$ cat config.mk
export PLATFORM = sky130hd
export DESIGN_NAME = ppt_ram
export DESIGN_NICKNAME = d
export VERILOG_FILES = /design/src/design/ppt_ram.sv
export SDC_FILE = /design/constraint.sdc
export NUM_CORES = 1
export LEC_CHECK = 0
export BUFFER_PORTS_ARGS = -buffer_cell sky130_fd_sc_hd__buf_2
export CAP_MARGIN = 25
export CORE_ASPECT_RATIO = 0.5
export CORE_MARGIN = 2
export CORE_UTILIZATION = 63
export DETAILED_ROUTE_END_ITERATION = 10
export GPL_ROUTABILITY_DRIVEN = 0
export PLACE_DENSITY = 0.8
export REMOVE_ABC_BUFFERS = 1
export SLEW_MARGIN = 20
export SYNTH_ARGS = -nofsm -noshare
export SYNTH_HDL_FRONTEND = slang
export SYNTH_SLANG_ARGS = --single-unit
$ cat constraint.sdc
create_clock -name clk -period 3.3 [get_ports clk]
set_clock_uncertainty 0.05 [all_clocks]
set_input_delay 0.99 -clock clk [delete_from_list [all_inputs] [get_ports clk]]
set_output_delay 0.99 -clock clk [all_outputs]
set_load 0.005 [all_outputs]
$ cat src/design/ppt_ram.sv
// Generic simple dual-port RAM: one write port, one read port, registered read.
// A read of the address being written returns the old contents.
// No dependencies.
`timescale 1ns / 1ps
`default_nettype none

module ppt_ram #(
    parameter int WIDTH = 16,
    parameter int DEPTH = 64
) (
    input  wire logic                     clk,
    input  wire logic                     we,
    input  wire logic [$clog2(DEPTH)-1:0] waddr,
    input  wire logic [WIDTH-1:0]         wdata,
    input  wire logic [$clog2(DEPTH)-1:0] raddr,
    output logic      [WIDTH-1:0]         rdata
);

    logic [WIDTH-1:0] mem [DEPTH];

    always_ff @(posedge clk)
    begin
        if (we)
        begin
            mem[waddr] <= wdata;
        end
        rdata <= mem[raddr];
    end

endmodule : ppt_ram

`default_nettype wire

* Word level (Yosys, flattened, before mapping) *
Memories as Yosys holds them, arrays and structs flattened. A register that Yosys moved wholly into a read port is not among the register bits.
Cells that the tools add are included.

word-level totals
  bits in registers = 0
  bits in writable memories = 1,024
  input port bits = 30
  output and inout port bits = 16
  word-level logic and storage cells = 3
  memories = 1

memory list
  name  depth  bits a word  rd ports  clocked after Yosys merged registers in  wr ports  RTL line  source
  mem   64     16           1         1                                        1         19        logic [WIDTH-1:0] mem [DEPTH];

operators by class
  mux-type cells = 2

operators by type and width
  cell               count
  two-way mux 1 bit  2

* Logic depth before layout (Yosys ltp) *
Gate-level depths: netlist of run 1.

  depth in word-level cells = 2
  gate-level depth with buffers = 10
  mapped depth without buffers = 5

* Least setup slack after synthesis of run 1 *
Ideal clock, no wire load.

  path type = input-to-reg
  start point = input port waddr[3]
  end point = memory mem[48][0], enable pin
  setup time = 0.409 ns
  arrival time = 2.616 ns
  data required time = 2.841 ns
  path slack = 0.225 ns
  stages on the path = 4
  buffers on the path = 1
  cell sequence = clkbuf_1 nor2b_1 nand4b_1 nor3_1

RTL lines
  item                RTL line  source
  start: declaration  13        input wire logic [$clog2(DEPTH)-1:0] waddr,
  end: declaration    19

No word-level cell before the write port.

==> reports/qor.log, run 1 <==
INFO  status         run_status=complete, no violations
INFO  pwr            net-switching-power=5.52mW
INFO  placed_design  place_worst_setup_slack=-0.106ns
INFO  setup_path     crit_path_max_fanout=17
INFO  global_routing track_usage=29.9%
INFO  synth          synth-seq-cells=1,040
INFO  layout         layout_commonest_cell=edfxtp_1
INFO  sta            finalHoldViolations=0
INFO  detailed_routing initialDrtViolationCount=3,379
INFO  synth          synthesis.yosys.warnings=0
INFO  floorplan      io-pin-count=46
INFO  synth          synth_area_per_cell=21.9um^2
INFO  sta            finalWorstPathRequiredPeriod=2.77ns
INFO  layout         areaGrowthSynthToFinish=12.7%
INFO  sta            postLayoutSetupSlackWorst=0.527ns
INFO  clock_tree     maximum_number_of_buffers_from_clock_root_to_sink=3
INFO  sta            slew_viol_final=0
INFO  clock_tree     number_of_buffers_created_by_cts=84
INFO  sta            timing.slew.headroom=34.5%
INFO  synth          yosysSeqAreaShare=77.6%
INFO  pwr            power_density=575nW/um^2
INFO  layout         nNetsFinal=2,098
INFO  pwr            netSwitchingFraction=21.3%
INFO  setup_path     worstSetupPathType=in -> reg
INFO  detailed_routing num_vias=20.5k
INFO  setup_path     cp_data_arrival_time=3.22ns
INFO  global_routing grt_first_pass_wirelength=140,000um
INFO  global_routing first_global_vias=20.7k
INFO  synth          distinct_cells_synth=43
INFO  global_routing grt_start_max_net_pins=65
INFO  placed_design  port_buf_inserts=45
INFO  floorplan      fp.dieW=361um
INFO  layout         finalCoreUtilization=71.7%
INFO  detailed_routing detail_route.drc_violations=0
INFO  clock_tree     hold_buffers=0
INFO  clock_tree     clock_tree.htree_level_count=3
INFO  floorplan      placementRows=65
INFO  sta            setup_violations=0
INFO  floorplan      fp.dieH=182um
INFO  setup_path     critical_path.endpoint_type=register
INFO  clock_tree     cts-root-buf=clkbuf_16
INFO  clock_tree     clock_insertion_delay_worst_skew=0.66ns
INFO  pwr            worst_ir_drop_vdd=0.406mV
INFO  sta            rsz0062_at_grt=no
INFO  hold_path      hold_class=in -> reg
INFO  pwr            static-leakage-power=14.6nW
INFO  clock_tree     tritoncts=done
INFO  pwr            clkPwrFrac=37.8%
INFO  run            max_cap_violations=0
INFO  detailed_routing ant_nets=0
INFO  detailed_routing drtPass1Iterations=5
INFO  detailed_routing routed_wire_length_per_instance=32.4um
INFO  clock_tree     cts_resized=0
INFO  detailed_routing via_per_inst=6.88
INFO  clock_tree     cts_post_setup_buffers_inserted=0
INFO  global_routing grt_antenna_before_repair=5
INFO  pwr            power.combinational.fraction=5.7%
INFO  detailed_routing wl=96,300um
INFO  sta            timing.final.crit_share=84.0%
INFO  layout         layout-drive-gt1-share=29.5%
INFO  synth          synth_area=40,000um^2
INFO  synth          post_synthesis_cells=1,829
INFO  floorplan      initial_core_util=63.6%
INFO  clock_tree     path_clk_slew=0.07ns
INFO  setup_path     cp.required=3.75ns
INFO  floorplan      die_area=65,700um^2
INFO  setup_path     crit_path_start_kind=input port
INFO  floorplan      core_area=62,900um^2
INFO  pwr            power.sequential.fraction=56.5%
INFO  global_routing grt_overflow_total=0
INFO  placed_design  hpwlAfterDp=58,100um
INFO  layout         layout_common_cells=edfxtp_1, mux4_2, buf_4
INFO  sta            worstMarginPinSlew=0.982ns
INFO  clock_tree     cts_sinks=1,040
INFO  pwr            internal_cell_power=20.4mW
INFO  sta            maxClockFrequency=361MHz
==> power groups by stage <==
| stage | Combinational [mW] | Sequential [mW] | Clock [mW] |
|---|---|---|---|
| 2_1_floorplan | 0.542 | 14.9 | 0 |
| 3_3_place_gp | 1.40 | 14.9 | 0 |
| 3_5_place_dp | 1.44 | 14.9 | 0 |
| 4_1_cts | 1.46 | 14.7 | 9.84 |
| 5_1_grt | 1.54 | 14.7 | 10.3 |
| 6_report | 1.48 | 14.7 | 9.79 |
==> cells by family after synthesis <==
logic type,Yosys count,share of synthesized area (%)
DFF,1040,77.6
muxes,336,15.5
and+or+nand+nor,220,2.65
AOI/OAI and AO/OA,129,2.41
buffers and inverters,104,1.83
==> critical path: stages <==
cell	delay [ns]
buf_8	0.23
buf_12	0.23
mux4_2	0.56
mux2i_1	0.18
buf_4	0.15
nand3_1	0.12
a31oi_1	0.45
buf_4	0.20
a311oi_1	0.05
==> worst paths after layout <==
check | startpoint | depth (start not counted) | slack (ns) | endpoint
worst max-delay path | raddr[0] | 9 | 0.53 | rdata[0]
worst min-delay path | wdata[7] | 1 | 0.77 | mem[28][7]
worst max register to register | mem[23][13] | 7 | 0.96 | rdata[13]
worst min register to register | mem[10][14] | 4 | 0.87 | rdata[14]
==> sequential cells by signal, indices dropped and copies added (netlist names) <==
register,count
mem,1024
rdata,16
==> cells in the mapped netlist (all sizes together) <==
master | count | area, um^2
edfxtp | 1024 | 30700
mux4 | 224 | 5060
mux2i | 85 | 851
buf | 77 | 626
nor2 | 74 | 283
nand2 | 60 | 233
a22oi | 39 | 293
nor2b | 30 | 188
clkbuf | 27 | 108
mux2 | 27 | 304
nand3 | 24 | 120
a21oi | 17 | 85.1
a221oi | 16 | 140
dfxtp | 16 | 320
nand4 | 12 | 75.1
a211o | 8 | 70.1
a211oi | 8 | 60.1
a311oi | 8 | 70.1
a31oi | 8 | 50.1
o21ai | 8 | 40.0
a221o | 6 | 60.1
a22o | 6 | 52.6
a41oi | 5 | 43.8
and4 | 5 | 43.8
nand2b | 3 | 18.8
nor4 | 3 | 37.5
and2 | 2 | 12.5
nand3b | 2 | 15.0
nor3 | 2 | 10.0
nand4b | 1 | 8.76
or3 | 1 | 6.26
or3b | 1 | 8.76
==> area by class of cell <==
class	count	area, um^2
fill	3374	17800
tap	837	1050
clock buffer	116	2340
clock inverter	37	287
multi-input combinational	685	8250
antenna	3	7.51
sequential	1040	31100
timing repair buffer	257	2120
==> per-layer routing <==
layer	up-vias	share of wire [%]	track usage, %
li1	8143	-	-
met1	10400	36	42.1
met2	1588	48	47.0
met3	299	12	6.80
met4	2	4.2	11.0
met5	-	0.018	0
==> stage by stage <==
| step | setup TNS, ns | total power, mW | cell area (um^2) | std cells | hold WS (ns) |
|---|---|---|---|---|---|
| CTS | 0 | 26.0 | 45100 | 2972 | 0.756 |
| finish | 0 | 25.9 | 45100 | 2975 | 0.771 |
| floorplan | 0 | 15.5 | 39300 | 1725 | 0.710 |
| global placement | -0.133 | 16.3 | 42500 | 2818 | 0.813 |
| global route | 0 | 26.5 | 45100 | 2975 | 0.779 |
| detailed placement | -0.239 | 16.4 | 42500 | 2819 | 0.822 |
No activity file was read; power rests on OpenSTA's default activity.
==> run 2, diff against run 1 <==
--- a/config.mk
+++ b/config.mk
@@ -9,10 +9,10 @@
 export CAP_MARGIN = 25
 export CORE_ASPECT_RATIO = 0.5
 export CORE_MARGIN = 2
-export CORE_UTILIZATION = 63
+export CORE_UTILIZATION = 56
 export DETAILED_ROUTE_END_ITERATION = 10
 export GPL_ROUTABILITY_DRIVEN = 0
-export PLACE_DENSITY = 0.8
+export PLACE_DENSITY = 0.75
 export REMOVE_ABC_BUFFERS = 1
 export SLEW_MARGIN = 20
 export SYNTH_ARGS = -nofsm -noshare
==> constraint.sdc (replaced) <==
create_clock -name clk -period 2.5 [get_ports clk]
set_clock_uncertainty 0.05 [all_clocks]
set_input_delay 0.75 -clock clk [delete_from_list [all_inputs] [get_ports clk]]
set_output_delay 0.75 -clock clk [all_outputs]
set_load 0.005 [all_outputs]
==> reports/qor.log, run 2 (same netlist as run 1, synthesis figures left out) <==
INFO  layout         layout_common_cells=edfxtp_1, buf_4, mux4_2
INFO  sta            slew_viol_final=0 [unchanged]
INFO  setup_path     cp.required=2.94ns [-0.81 ns]
INFO  clock_tree     number_of_buffers_created_by_cts=87 [+3.6%]
INFO  sta            worstMarginPinSlew=0.948ns [-0.0336 ns]
INFO  placed_design  cells_after_dpl=3,017 [+7.0%]
INFO  setup_path     worstReg2RegEnd=rdata[13]
INFO  floorplan      die_area=73,800um^2 [+12%]
INFO  clock_tree     cts_post_setup_buffers_inserted=0 [unchanged]
INFO  global_routing grt_first_pass_wirelength=139,000um [-0.71%]
INFO  sta            rsz0062_at_grt=no
INFO  pwr            worst_ir_drop_vdd=0.496mV [+22%]
INFO  sta            postLayoutSetupSlackWorst=0.0320ns [-0.495 ns]
INFO  global_routing track_usage=26.6% [-3.3 points]
INFO  placed_design  port_buf_inserts=45 [unchanged]
INFO  detailed_routing initialDrtViolationCount=3,254 [-3.7%]
INFO  setup_path     most_repeated_library_cell_on_the_critical_path=buf_4
INFO  pwr            report.power.total=35.0mW [+35%]
INFO  clock_tree     cts_resized=0 [unchanged]
INFO  detailed_routing wl=97,200um [+0.98%]
INFO  global_routing grt_start_max_net_pins=65 [unchanged]
INFO  sta            maxClockFrequency=405MHz
INFO  run            max_cap_violations=0 [unchanged]
INFO  layout         nNetsFinal=2,178 [+3.8%]
INFO  sta            timing.setup.tns=0ns [unchanged]
INFO  layout         area_of_combinational_cells_with_multiple_inputs=8260um^2 [+0.15%]
INFO  detailed_routing ant_nets=0 [unchanged]
INFO  layout         regMostFlops=mem
INFO  detailed_routing num_vias=20.4k [-0.29%]
INFO  setup_path     cpLargestDelayFamily=multiplexers
INFO  layout         ff_latch_area=31,100um^2 [unchanged]
INFO  setup_path     crit_path_start_kind=input port
INFO  floorplan      fp.dieW=382um [+6.0%]
INFO  clock_tree     maximum_number_of_buffers_from_clock_root_to_sink=3 [unchanged]
INFO  layout         layout-drive-gt1-share=32.1% [+2.6 points]
INFO  detailed_routing routed_wire_length_per_instance=30.6um [-5.5%]
INFO  layout         reg.largest.list=mem: 1024 flops, rdata: 16 flops
INFO  floorplan      core_area=70,900um^2 [+13%]
INFO  sta            setup_violations=0 [unchanged]
INFO  clock_tree     clock_tree.htree_level_count=3 [unchanged]
INFO  layout         stdcell_area=46,500um^2 [+3.1%]
INFO  global_routing grt_overflow_total=0 [unchanged]
INFO  sta            timing.final.crit_share=98.7%
INFO  hold_path      hold_class=in -> reg
INFO  global_routing first_global_vias=20.0k [-3.5%]
INFO  setup_path     r2r_slack=0.24ns [-0.72 ns]
INFO  placed_design  place_worst_setup_slack=-0.590ns [-0.483 ns]
INFO  placed_design  postPlaceCellArea=43,700um^2 [+2.9%]
INFO  clock_tree     cts-root-buf=clkbuf_16
INFO  placed_design  hpwlAfterDp=58,700um [+1.1%]
INFO  setup_path     worstRegToRegCells=7 [unchanged]
INFO  layout         final_cell_count_no_fill=3,179 [+6.9%]
INFO  setup_path     timing.critical_path.slowest_stage_cell=mux4_2
INFO  layout         areaGrowthSynthToFinish=16.2%
INFO  hold_path      timing.hold.worst_endpoint=mem[8][6]
INFO  clock_tree     path_clk_slew=0.07ns [about the same]
INFO  floorplan      fp.dieH=193um [+5.9%]
INFO  setup_path     worstReg2RegStart=mem[20][13]
INFO  setup_path     critical_path.endpoint_type=register
INFO  setup_path     crit_path_max_fanout=13 [-4]
INFO  clock_tree     cts_sinks=1,040 [unchanged]
INFO  pwr            power_density=751nW/um^2 [+31%]
INFO  layout         layout_commonest_cell=edfxtp_1
INFO  clock_tree     tritoncts=done
INFO  floorplan      placementRows=69 [+6.2%]
INFO  pwr            static-leakage-power=15.1nW [+3.9%]
INFO  setup_path     worstPathBufferInverterCount=4 [unchanged]
INFO  floorplan      io-pin-count=46 [unchanged]
INFO  global_routing grt_antenna_before_repair=5 [unchanged]
INFO  hold_path      hold_path_depth=2 [+1]
INFO  setup_path     worstSetupPathType=in -> reg
INFO  setup_path     critical-path-max-stage-delay=0.53ns [-0.03 ns]
INFO  sta            timing.slew.headroom=36.8% [+2.2 points]
INFO  hold_path      worst_hold_startpoint=wdata[6]
INFO  layout         largest_reg_flops=1,024 [unchanged]
INFO  clock_tree     hold_buffers=0 [unchanged]
INFO  sta            finalHoldViolations=0 [unchanged]
INFO  detailed_routing drtPass1Iterations=5 [unchanged]
INFO  detailed_routing via_per_inst=6.42 [-6.7%]
INFO  detailed_routing detail_route.drc_violations=0 [unchanged]
INFO  setup_path     cp_data_arrival_time=2.91ns [-0.31 ns]
INFO  layout         layout.filler_cells=4,347 [+29%]
INFO  clock_tree     clock_insertion_delay_worst_skew=0.66ns [about the same]
INFO  status         run_status=complete, no violations
INFO  floorplan      initial_core_util=56.5% [-7.1 points]
INFO  setup_path     cp_cell_sequence=buf_8 > buf_12 > mux4_2 > mux2i_1 > buf_4 > a22oi_1 > a31oi_1 > buf_4 > a311oi_1
INFO  sta            finalWorstPathRequiredPeriod=2.47ns
-- run 2: changes by cell type in the layout (fill, tap and decap cells not counted), sizes merged --
| cell | previous run | this run |
|---|---|---|
| clkbuf | 116 | 114 |
| diode | 3 | 1 |
| clkinv | 29 | 37 |
| clkinvlp | 2 | 1 |
| bufinv | 3 | 6 |
| buf | 257 | 334 |
-- run 2: where the power goes --
part | internal [mW] | switching (mW)
Combinational | 0.860 | 1.22
Sequential | 19.3 | 0.0739
Clock | 7.43 | 6.07
-- run 2: how the worst max path moves through the flow --
| stage | cells after the start | slack [ns] | to | start |
|---|---|---|---|---|
| after global routing | 9 | 0.02 | rdata[13] | raddr[0] |
| after global placement | 9 | -0.59 | rdata[4] | raddr[0] |
| final | 9 | 0.03 | rdata[13] | raddr[0] |
| after floorplan | 3 | -0.18 | mem[48][0] | we |
| after detailed placement | 9 | -0.59 | rdata[4] | raddr[0] |
| after CTS | 9 | 0.06 | rdata[13] | raddr[0] |
-- run 2: cell type report --
type	instances	area share [%]
Antenna cell	1	0.00538
Clock buffer	114	5.19
Clock inverter	47	0.799
Multi-Input combinational cell	685	17.8
Sequential cell	1040	66.8
Tap cell	958	2.58
Timing Repair Buffer	334	6.90
-- run 2: stage by stage --
step                utilization, %  hold WS [ns]
finish                        65.6         0.571
CTS                           65.6         0.549
global route                  65.6         0.546
global placement              61.7         0.785
floorplan                        -         0.710
detailed placement            61.7         0.814
-- run 2: routing by layer --
layer	up-vias	part of all wire, %	global-route usage, %
met2	1231	48	42.5
li1	8307	-	-
met1	10700	39	38.4
met5	-	0.014	0
met3	148	10	5.02
met4	2	2.4	7.19
