File: src/design/ppt_pkg.sv
// Shared constants for the pairwise preference tally.
// Field widths, command and status codes, stream packing, margin clamp and parameter defaults.
// No dependencies.
`timescale 1ns / 1ps
`default_nettype none

package ppt_pkg;

    // Fixed field widths
    localparam int CAND_W       = 6;
    localparam int OUT_MARGIN_W = 16;
    localparam int PAIR_W       = 32;
    localparam int BCNT_W       = 16;

    // Stream packing
    localparam int IN_TDATA_W  = 24;   // candidate, row_cand, col_cand, zero pad
    localparam int OUT_TDATA_W = 64;   // margin, pair_total, ballot_count

    // Read-side clamp of a stored margin
    localparam int OUT_MARGIN_MAX = 32767;

    // Parameter defaults
    localparam int NUM_CANDS_DEF   = 64;
    localparam int MAX_BALLOT_DEF  = 64;
    localparam int MARGIN_BITS_DEF = 16;

    // Command carried on s_axis_tuser
    localparam logic CMD_ADD  = 1'b0;
    localparam logic CMD_READ = 1'b1;

    // Status carried on m_axis_tuser
    localparam logic STATUS_OK      = 1'b0;
    localparam logic STATUS_DROPPED = 1'b1;

endpackage : ppt_pkg

`default_nettype wire

File: src/design/ppt_sat.sv
// Margin arithmetic: saturating +1 / -1 update of a stored margin, and the
// clamp of a stored margin to the 16-bit result range. Uses ppt_pkg.
`timescale 1ns / 1ps
`default_nettype none

module ppt_sat
    import ppt_pkg::*;
#(
    parameter int MARGIN_BITS = MARGIN_BITS_DEF
) (
    input  wire logic [MARGIN_BITS-1:0]  cur,
    input  wire logic                    inc,
    output logic      [MARGIN_BITS-1:0]  upd,
    output logic      [OUT_MARGIN_W-1:0] rd_margin
);

    localparam logic [MARGIN_BITS-1:0] M_MAX = {1'b0, {(MARGIN_BITS-1){1'b1}}};
    localparam logic [MARGIN_BITS-1:0] M_MIN = {1'b1, {(MARGIN_BITS-2){1'b0}}, 1'b1};
    localparam logic [OUT_MARGIN_W-1:0] O_MAX = OUT_MARGIN_W'(OUT_MARGIN_MAX);
    localparam logic [OUT_MARGIN_W-1:0] O_MIN = OUT_MARGIN_W'(-OUT_MARGIN_MAX);

    logic [32:0] cur_ext;

    // Symmetric saturation keeps the matrix antisymmetric
    always_comb
    begin
        if (inc)
        begin
            upd = (cur == M_MAX) ? cur : cur + MARGIN_BITS'(1);
        end
        else
        begin
            upd = (cur == M_MIN) ? cur : cur - MARGIN_BITS'(1);
        end
    end

    assign cur_ext = {{(33-MARGIN_BITS){cur[MARGIN_BITS-1]}}, cur};

    always_comb
    begin
        if ($signed(cur_ext) > 33'sd32767)
        begin
            rd_margin = O_MAX;
        end
        else if ($signed(cur_ext) < -33'sd32767)
        begin
            rd_margin = O_MIN;
        end
        else
        begin
            rd_margin = cur_ext[OUT_MARGIN_W-1:0];
        end
    end

endmodule : ppt_sat

`default_nettype wire

File: src/design/ppt_ctrl.sv
// Sequencer for the pairwise preference tally: clearing pass, ballot walk with
// matrix read-modify-write, margin reads, counters and output register.
// Uses ppt_pkg and ppt_sat; drives the ballot buffer and margin matrix RAMs.
`timescale 1ns / 1ps
`default_nettype none

module ppt_ctrl
    import ppt_pkg::*;
#(
    parameter int NUM_CANDS   = NUM_CANDS_DEF,
    parameter int MAX_BALLOT  = MAX_BALLOT_DEF,
    parameter int MARGIN_BITS = MARGIN_BITS_DEF,
    localparam int MA_W       = $clog2(NUM_CANDS * NUM_CANDS),
    localparam int BA_W       = $clog2(MAX_BALLOT)
) (
    input  wire logic                   clk,
    input  wire logic                   rst_n,

    input  wire logic                   s_axis_tvalid,
    output logic                        s_axis_tready,
    input  wire logic [IN_TDATA_W-1:0]  s_axis_tdata,   // candidate, row_cand, col_cand
    input  wire logic                   s_axis_tuser,   // cmd
    input  wire logic                   s_axis_tlast,   // ballot_end

    output logic                        m_axis_tvalid,
    input  wire logic                   m_axis_tready,
    output logic      [OUT_TDATA_W-1:0] m_axis_tdata,   // margin, pair_total, ballot_count
    output logic                        m_axis_tuser,   // status

    output logic                        buf_we,
    output logic      [BA_W-1:0]        buf_waddr,
    output logic      [CAND_W-1:0]      buf_wdata,
    output logic      [BA_W-1:0]        buf_raddr,
    input  wire logic [CAND_W-1:0]      buf_rdata,

    output logic                        mat_we,
    output logic      [MA_W-1:0]        mat_waddr,
    output logic      [MARGIN_BITS-1:0] mat_wdata,
    output logic      [MA_W-1:0]        mat_raddr,
    input  wire logic [MARGIN_BITS-1:0] mat_rdata
);

    localparam int MDEPTH = NUM_CANDS * NUM_CANDS;
    localparam int BL_W   = $clog2(MAX_BALLOT + 1);

    typedef enum logic [2:0] {
        ST_CLEAR,
        ST_IDLE,
        ST_ADD_START,
        ST_RUN,
        ST_RD_ISSUE,
        ST_RD_WAIT,
        ST_DONE
    } state_t;

    state_t                    state_reg;
    logic [MA_W-1:0]           clr_addr_reg;
    logic [CAND_W-1:0]         cand_reg;
    logic [CAND_W-1:0]         row_reg;
    logic [CAND_W-1:0]         col_reg;
    logic [CAND_W-1:0]         prev_reg;
    logic                      end_reg;
    logic                      add_ok_reg;
    logic [BL_W-1:0]           len_reg;
    logic [BA_W-1:0]           k_reg;
    logic                      ph_reg;
    logic                      s1_valid_reg;
    logic [MA_W-1:0]           s1_addr_reg;
    logic                      s1_inc_reg;
    logic [PAIR_W-1:0]         pair_reg;
    logic [BCNT_W-1:0]         bcnt_reg;
    logic                      status_reg;
    logic [OUT_MARGIN_W-1:0]   margin_reg;
    logic                      out_valid_reg;
    logic                      out_status_reg;
    logic [OUT_TDATA_W-1:0]    out_data_reg;

    logic [CAND_W-1:0]         in_cand;
    logic [CAND_W-1:0]         in_row;
    logic [CAND_W-1:0]         in_col;
    logic [MARGIN_BITS-1:0]    upd_margin;
    logic [OUT_MARGIN_W-1:0]   rd_margin;
    logic [BCNT_W-1:0]         bcnt_next;
    logic                      out_free;
    logic                      accept;

    function automatic logic [MA_W-1:0] cell_addr(input logic [CAND_W-1:0] r,
                                                   input logic [CAND_W-1:0] c);
        return MA_W'(r) * MA_W'(NUM_CANDS) + MA_W'(c);
    endfunction

    assign in_cand = s_axis_tdata[CAND_W-1:0];
    assign in_row  = s_axis_tdata[2*CAND_W-1:CAND_W];
    assign in_col  = s_axis_tdata[3*CAND_W-1:2*CAND_W];

    assign s_axis_tready = (state_reg == ST_IDLE);
    assign accept        = s_axis_tvalid && s_axis_tready;
    assign out_free      = !out_valid_reg || m_axis_tready;

    assign m_axis_tvalid = out_valid_reg;
    assign m_axis_tdata  = out_data_reg;
    assign m_axis_tuser  = out_status_reg;

    assign bcnt_next = (end_reg && bcnt_reg != {BCNT_W{1'b1}}) ?
                       bcnt_reg + BCNT_W'(1) : bcnt_reg;

    ppt_sat #(
        .MARGIN_BITS (MARGIN_BITS)
    ) u_sat (
        .cur       (mat_rdata),
        .inc       (s1_inc_reg),
        .upd       (upd_margin),
        .rd_margin (rd_margin)
    );

    // Ballot buffer: append the new entry, walk earlier entries one ahead of use
    always_comb
    begin
        buf_we    = (state_reg == ST_ADD_START);
        buf_waddr = len_reg[BA_W-1:0];
        buf_wdata = cand_reg;
        if (state_reg == ST_RUN)
        begin
            buf_raddr = k_reg + BA_W'(1);
        end
        else
        begin
            buf_raddr = '0;
        end
    end

    // Margin matrix: walk and margin reads; clearing writes, walk write-back next cycle
    always_comb
    begin
        case (state_reg)
            ST_RUN:
            begin
                mat_raddr = ph_reg ? cell_addr(cand_reg, prev_reg)
                                   : cell_addr(buf_rdata, cand_reg);
            end
            ST_RD_ISSUE:
            begin
                mat_raddr = cell_addr(row_reg, col_reg);
            end
            default:
            begin
                mat_raddr = '0;
            end
        endcase

        if (state_reg == ST_CLEAR)
        begin
            mat_we    = 1'b1;
            mat_waddr = clr_addr_reg;
            mat_wdata = '0;
        end
        else
        begin
            mat_we    = s1_valid_reg;
            mat_waddr = s1_addr_reg;
            mat_wdata = upd_margin;
        end
    end

    always_ff @(posedge clk or negedge rst_n)
    begin
        if (!rst_n)
        begin
            state_reg      <= ST_CLEAR;
            clr_addr_reg   <= '0;
            cand_reg       <= '0;
            row_reg        <= '0;
            col_reg        <= '0;
            prev_reg       <= '0;
            end_reg        <= 1'b0;
            add_ok_reg     <= 1'b0;
            len_reg        <= '0;
            k_reg          <= '0;
            ph_reg         <= 1'b0;
            s1_valid_reg   <= 1'b0;
            s1_addr_reg    <= '0;
            s1_inc_reg     <= 1'b0;
            pair_reg       <= '0;
            bcnt_reg       <= '0;
            status_reg     <= STATUS_OK;
            margin_reg     <= '0;
            out_valid_reg  <= 1'b0;
            out_status_reg <= STATUS_OK;
            out_data_reg   <= '0;
        end
        else
        begin
            // Write-back is only issued by the walk
            if (state_reg != ST_RUN)
            begin
                s1_valid_reg <= 1'b0;
            end

            // Drop a taken result; the done state reloads it on its own
            if (out_valid_reg && m_axis_tready && state_reg != ST_DONE)
            begin
                out_valid_reg <= 1'b0;
            end

            case (state_reg)
                ST_CLEAR:
                begin
                    clr_addr_reg <= clr_addr_reg + MA_W'(1);
                    if (clr_addr_reg == MA_W'(MDEPTH - 1))
                    begin
                        state_reg <= ST_IDLE;
                    end
                end

                ST_IDLE:
                begin
                    if (accept)
                    begin
                        cand_reg   <= in_cand;
                        row_reg    <= in_row;
                        col_reg    <= in_col;
                        margin_reg <= '0;
                        if (s_axis_tuser == CMD_ADD)
                        begin
                            end_reg <= s_axis_tlast;
                            if (len_reg == BL_W'(MAX_BALLOT) ||
                                32'(in_cand) >= 32'(NUM_CANDS))
                            begin
                                status_reg <= STATUS_DROPPED;
                                add_ok_reg <= 1'b0;
                                state_reg  <= ST_DONE;
                            end
                            else
                            begin
                                status_reg <= STATUS_OK;
                                add_ok_reg <= 1'b1;
                                state_reg  <= ST_ADD_START;
                            end
                        end
                        else
                        begin
                            end_reg    <= 1'b0;
                            add_ok_reg <= 1'b0;
                            status_reg <= STATUS_OK;
                            if (32'(in_row) < 32'(NUM_CANDS) &&
                                32'(in_col) < 32'(NUM_CANDS))
                            begin
                                state_reg <= ST_RD_ISSUE;
                            end
                            else
                            begin
                                state_reg <= ST_DONE;
                            end
                        end
                    end
                end

                ST_ADD_START:
                begin
                    k_reg  <= '0;
                    ph_reg <= 1'b0;
                    state_reg <= (len_reg == '0) ? ST_DONE : ST_RUN;
                end

                ST_RUN:
                begin
                    if (!ph_reg)
                    begin
                        // Earlier entry gains one against the new candidate
                        prev_reg     <= buf_rdata;
                        s1_valid_reg <= (buf_rdata != cand_reg);
                        s1_addr_reg  <= cell_addr(buf_rdata, cand_reg);
                        s1_inc_reg   <= 1'b1;
                        ph_reg       <= 1'b1;
                    end
                    else
                    begin
                        // Mirrored cell loses one
                        s1_valid_reg <= (prev_reg != cand_reg);
                        s1_addr_reg  <= cell_addr(cand_reg, prev_reg);
                        s1_inc_reg   <= 1'b0;
                        ph_reg       <= 1'b0;
                        if (pair_reg != {PAIR_W{1'b1}})
                        begin
                            pair_reg <= pair_reg + PAIR_W'(1);
                        end
                        if ((BL_W'(k_reg) + BL_W'(1)) == len_reg)
                        begin
                            state_reg <= ST_DONE;
                        end
                        else
                        begin
                            k_reg <= k_reg + BA_W'(1);
                        end
                    end
                end

                ST_RD_ISSUE:
                begin
                    state_reg <= ST_RD_WAIT;
                end

                ST_RD_WAIT:
                begin
                    margin_reg <= rd_margin;
                    state_reg  <= ST_DONE;
                end

                ST_DONE:
                begin
                    // Hold until the output register can take the result
                    if (out_free)
                    begin
                        out_valid_reg  <= 1'b1;
                        out_status_reg <= status_reg;
                        out_data_reg   <= {bcnt_next, pair_reg, margin_reg};
                        bcnt_reg       <= bcnt_next;
                        if (end_reg)
                        begin
                            len_reg <= '0;
                        end
                        else if (add_ok_reg)
                        begin
                            len_reg <= len_reg + BL_W'(1);
                        end
                        state_reg <= ST_IDLE;
                    end
                end

                default:
                begin
                    state_reg <= ST_IDLE;
                end
            endcase
        end
    end

endmodule : ppt_ctrl

`default_nettype wire
File: config.mk
export PLATFORM = sky130hd
export DESIGN_NAME = ppt_ctrl
export DESIGN_NICKNAME = d
export VERILOG_FILES = /design/src/design/ppt_pkg.sv /design/src/design/ppt_sat.sv /design/src/design/ppt_ctrl.sv
export SDC_FILE = /design/constraint.sdc
export NUM_CORES = 1
export LEC_CHECK = 0
export BUFFER_PORTS_ARGS = -buffer_cell sky130_fd_sc_hd__buf_4
export CAP_MARGIN = 20
export CORE_ASPECT_RATIO = 0.6
export CORE_MARGIN = 2
export CORE_UTILIZATION = 32
export CTS_CLUSTER_DIAMETER = 100
export DETAILED_ROUTE_END_ITERATION = 10
export PLACE_DENSITY = 0.6
export SYNTH_ARGS = -nofsm -noshare
export SYNTH_HDL_FRONTEND = slang
export SYNTH_SLANG_ARGS = --single-unit
File: constraint.sdc
create_clock -name clk -period 2.2 [get_ports clk]
set_clock_uncertainty 0.15 [all_clocks]
set_input_delay 0.11 -clock clk [delete_from_list [all_inputs] [get_ports clk]]
set_output_delay 0.11 -clock clk [all_outputs]
set_load 0.02 [all_outputs]
Yosys cells after proc, flatten, opt, wreduce, memory -nomap -nowiden
Index checks and enable logic that the tools add are counted.
{"block": "word_totals", "reg_bits": 200, "input_bits": 52, "elab_cells": 119}
{"block": "classes", "n_bitwise": 1, "n_mux": 41, "n_lt_le_gt_ge": 2, "n_eq_ne": 23, "n_addsub": 11, "reduce_logical": 20}
{"op": "16-bit 2-to-1 mux", "count": 8}
{"op": "12-bit by 6-bit adder with 12-bit output", "count": 3}
{"op": "16-bit by 1-bit adder with 16-bit output, second input constant", "count": 2}
{"op": "32-bit by 1-bit adder with 32-bit output, second input constant", "count": 1}
{"op": "32-bit != test, second input constant", "count": 1}
{"op": "16-bit one-hot mux with 2 select lines", "count": 1}
{"op": "12-bit 2-to-1 mux", "count": 2}
{"op": "3-bit 2-to-1 mux", "count": 8}
{"op": "12-bit one-hot mux with 2 select lines", "count": 1}
{"op": "3-bit one-hot mux with 7 select lines", "count": 1}
{"op": "6-bit 2-to-1 mux", "count": 3}
{"op": "16-bit by 15-bit equality test with 1-bit output, second input constant", "count": 1}
{"op": "16-bit equality test, second input constant", "count": 1}
{"op": "16-bit > comparator, second input constant", "count": 1}
{"op": "16-bit < comparator, second input constant", "count": 1}
{"op": "16-bit != test, second input constant", "count": 1}
{"op": "16-bit by 1-bit subtractor with 16-bit output, second input constant", "count": 1}
{"op": "7-bit 2-to-1 mux", "count": 2}
{"op": "1-bit 2-to-1 mux", "count": 13}
{"op": "12-bit by 1-bit adder with 12-bit output, second input constant", "count": 1}
{"op": "12-bit equality test, second input constant", "count": 1}
{"op": "6-bit != test", "count": 2}
{"op": "6-bit one-hot mux with 2 select lines", "count": 1}
{"op": "3-bit equality test, second input constant", "count": 3}
{"op": "other kinds (22)", "count": 38}

Depth between registers and ports, before layout
{"block": "logic_depth", "word_depth": 5, "depth_mapped": 10}

Hierarchy
A second synthesis with hierarchy kept.
{"block": "hier_totals", "hier_cells": 1035, "area_unflattened_um2": 9507.9}
{"mod": "ppt_ctrl", "area_each_um2": 8627.0, "n_inst": 1, "cells_each": 901, "seq_area_each_um2": 4604.4}
{"mod": "ppt_sat", "area_each_um2": 880.8, "n_inst": 1, "cells_each": 134, "seq_area_each_um2": 0.0}

Worst setup path before layout
Ideal clock, no wire load.
{"block": "synth_path", "path_kind": "reg2reg", "startpoint": "register k_reg[0]", "endpoint": "register k_reg[5]", "n_path_buf": 1, "setup_ns": 0.126, "required_time_ns": 1.924, "slack_ns": -0.192, "arrival_ns": 2.116, "period_less_slack_ns": 2.392, "path_stages_with_launch": 9, "cell_sequence": "dfrtp_1 ha_1 and3_4 buf_6 or4_1 o311ai_1 o2111ai_2 and3_1 a221o_1"}
{"block": "synth_via", "elab_chain_len": 4}
{"element": "start, declared", "line": "ppt_ctrl.sv:65", "rtl": "logic [BA_W-1:0] k_reg;"}
{"element": "start signal, assigned", "line": "ppt_ctrl.sv:293", "rtl": "k_reg <= k_reg + BA_W'(1);"}
{"element": "6-bit by 1-bit adder with 7-bit output or 6-bit by 1-bit adder with 6-bit output (tied branches)", "line": "ppt_ctrl.sv:287, ppt_ctrl.sv:293"}
{"element": "7-bit equality test or 6-bit 2-to-1 mux (tied branches)", "line": "ppt_ctrl.sv:287", "rtl": "if ((BL_W'(k_reg) + BL_W'(1)) == len_reg)"}
{"element": "2-bit != test (no line) or 6-bit 2-to-1 mux (tied branches)"}
{"element": "3-bit AND reduction (no line) or 6-bit one-hot mux with 2 select lines (tied branches)"}
Several ways; a longest one is shown, not always the timed one. The select of a mux whose other input is x is not followed.
A chain may end at the register's enable or synchronous reset.

Worst setup path after layout
{"block": "layout_path", "startpoint": "register k_reg[0]", "endpoint": "register k_reg[3]"}
Same word-level chain as after synthesis.

==> results.yml <==
run_status:
  status: "complete, but fails checks"
  violations: "negative setup slack"
drt:
  dr_total_vias: 8260
  ant_nets: 0
  wl_per_cell_um: 16.8
  drt_iter0_markers: 545
  drcViolationCount: 0
  firstDrtPassIters: 7
  wirelength_um: 27900
  via_per_inst: 4.96
min_path:
  hold_class: "in2async"
place:
  io_buffers: 172
  place_area_um2: 11500
  hpwl_um: 19300
  gp_congestion: 0.829
sta:
  finalCritPeriodShare: 1.03
  rsz0062_at_grt: "yes"
  min_period_ns: 2.27
  slew_headroom: 0.707
  finalHoldViolations: 0
  tightest_slew_ns: 0.439
  setup_violations: 9
  setup_ws_ns: -0.0735
  slew_viol_final: 0
  fmax_ghz: 0.440
grt:
  grt_pass1_wl_um: 43800
  grt_pass1_vias: 7997
  gr-usage-all-layers: 0.184
  antenna_found_initial: 1
  overflow: 0
  grt_max_degree: 50
worst_setup_path:
  cp.arrival_ns: 2.44
  start_kind: "flop"
  cp.required_ns: 2.37
  worstSetupEndpointType: "flop"
  cp_max_fo: 5
  path_class: "reg2reg"
synth:
  ys_top_cells_by_area: "dfrtp_1 49%, nand2_1 10%, xor2_1 4.0%"
  ys_ff_latch: 184
  synth_edf_count: 0
  synth.most_common_cell: "nand2_1"
  syn_inst: 1007
  synth_top_flop_cell: "dfrtp_1"
  synth.top_cell.area_share: 0.490
  synth_seq_area_share: 0.490
  async_reset_ff_frac: 1.00
  netlist-cell-type-count: 69
  yosysTopAreaCell: "dfrtp_1"
  ys_top_cells_by_count: "251 x nand2_1, 184 x dfrtp_1, 71 x nor2_1"
  syn-num-nets: 1069
  netlist_area_um2: 9400
  syn_avg_cell_area_um2: 9.33
  yosysWarnings: 0
cells_and_area:
  drive_gt1_frac: 0.319
  area_growth_pct: 41.7
  finalNetCount: 1340
  largest_reg_flops: 48
  fin_area_um2: 13300
power_and_ir_drop:
  ir_drop_mv: 0.550
  power_mw: 14.9
  p_leak_nw: 6.59
  power_density_nw_per_um2: 1120
clock_tree:
  clk_pin_slew_worst_paths_ns: 0.07
  tritoncts: "built"
  h-tree-depth: 4
  clkSinkCount: 184
  cts_root_buf: "clkbuf_16"
  cts_buffer_depth: 2
  cts_made_buffers: 17
  clk_latency_ns: 0.45
floorplanning:
  design.die.area_um2: 30800
  pin_count: 179
  design.core.area_um2: 28800
  die_w_um: 225
  start_util: 0.326
  row_count: 48
  fp.dieH_um: 137
run:
  max_cap_violations: 0
[routing by layer]
metal,vias to the layer above,track usage,share of wire
met1,4073,0.277,0.51
met4,0,0.0430,0.011
met3,18,0.0455,0.049
met2,199,0.262,0.43
li1,3970,-,-
met5,-,0,0
[logic make-up after synthesis]
logic type | Yosys count | synth area share
DFF | 184 | 0.490
and+or+nand+nor | 480 | 0.238
buffers and inverters | 82 | 0.0403
xor gates and xnor gates | 82 | 0.0764
AOI/OAI and AO/OA | 140 | 0.108
adders and majority gates | 10 | 0.0133
muxes | 29 | 0.0342
[cell usage in the layout, fill, tap and decap left out, types with 7 or more instances in the layout]
cell	Yosys	final
a21o_1	30	30
a21oi_1	20	19
a22o_1	15	15
a31oi_1	13	9
and3_1	13	11
and4_1	9	7
buf_4	7	228
buf_6	4	30
clkbuf_16	0	17
dfrtp_1	184	179
dlygate4sd3_1	0	47
ha_1	10	9
inv_1	19	18
mux2_2	21	9
mux2_4	1	13
nand2_1	251	248
nand3_1	36	34
nand4_1	19	19
nor2_1	71	58
nor2_2	0	9
nor2b_1	11	9
nor3_1	19	14
nor3_2	3	7
o21ai_0	19	18
xnor2_1	39	36
xor2_1	43	43
[where the power goes]
part           switching [mW]  internal (mW)
clock                    1.43           1.75
sequential              0.777           4.20
combinational            3.56           3.22
[what timing repair did]
action | 4_1_cts | 5_1_grt
cloned | 2 | 0
pin swaps | 15 | 24
hold endpoints to repair | 231 | 0
gates resized for setup | 66 | 60
hold buffers | 47 | 0
setup buffers | 17 | 2
setup endpoints to repair | 46 | 64
[area by class of cell]
class                   count  area, um^2
fillers                  2725       15500
multi-input cells         741        4850
flip-flops and latches    184        4610
repair buffers            315        2720
well taps                 375         469
clock buffers              20         457
clock inverters            12         140
inverters                  19        71.3
diodes                      1        2.50
[worst max-delay path, cell delays in order, from the launching register on]
cell and delay [ns]:
dfrtp_2 0.43, ha_4 0.16, and3_4 0.20, or4_4 0.43, o311ai_4 0.08, o2111ai_2 0.17, buf_4 0.18, nand4b_1 0.21
o311ai_2 0.13
[metrics by stage]
| stage | setup WS [ns] | util | cells | hold WS [ns] | TNS (ns) |
|---|---|---|---|---|---|
| after floorplan | -0.0978 | - | 1007 | -0.336 | -0.279 |
| after global placement | -0.0195 | 0.400 | 1567 | -0.0472 | -0.0195 |
| after detailed placement | -0.0770 | 0.400 | 1567 | -0.0443 | -0.724 |
| after CTS | -0.0728 | 0.452 | 1664 | 0.0177 | -0.376 |
| after global routing | -0.160 | 0.462 | 1667 | 0.0563 | -2.29 |
| final | -0.0735 | 0.462 | 1667 | 0.0210 | -0.476 |
[path summary, 6_finish.rpt]
path	start	end	slack [ns]	depth (start not counted)
max	k_reg[0]	k_reg[3]	-0.07	8
min	rst_n	m_axis_tdata[44]	0.02	2
max reg2reg	k_reg[0]	k_reg[3]	-0.07	8
min reg2reg	margin_reg[8]	m_axis_tdata[8]	0.33	2
max in group asynchronous	rst_n	k_reg[0]	1.21	3
min in group clk	mat_rdata[15]	margin_reg[15]	0.16	4
Power figures use the tool's default switching activity.
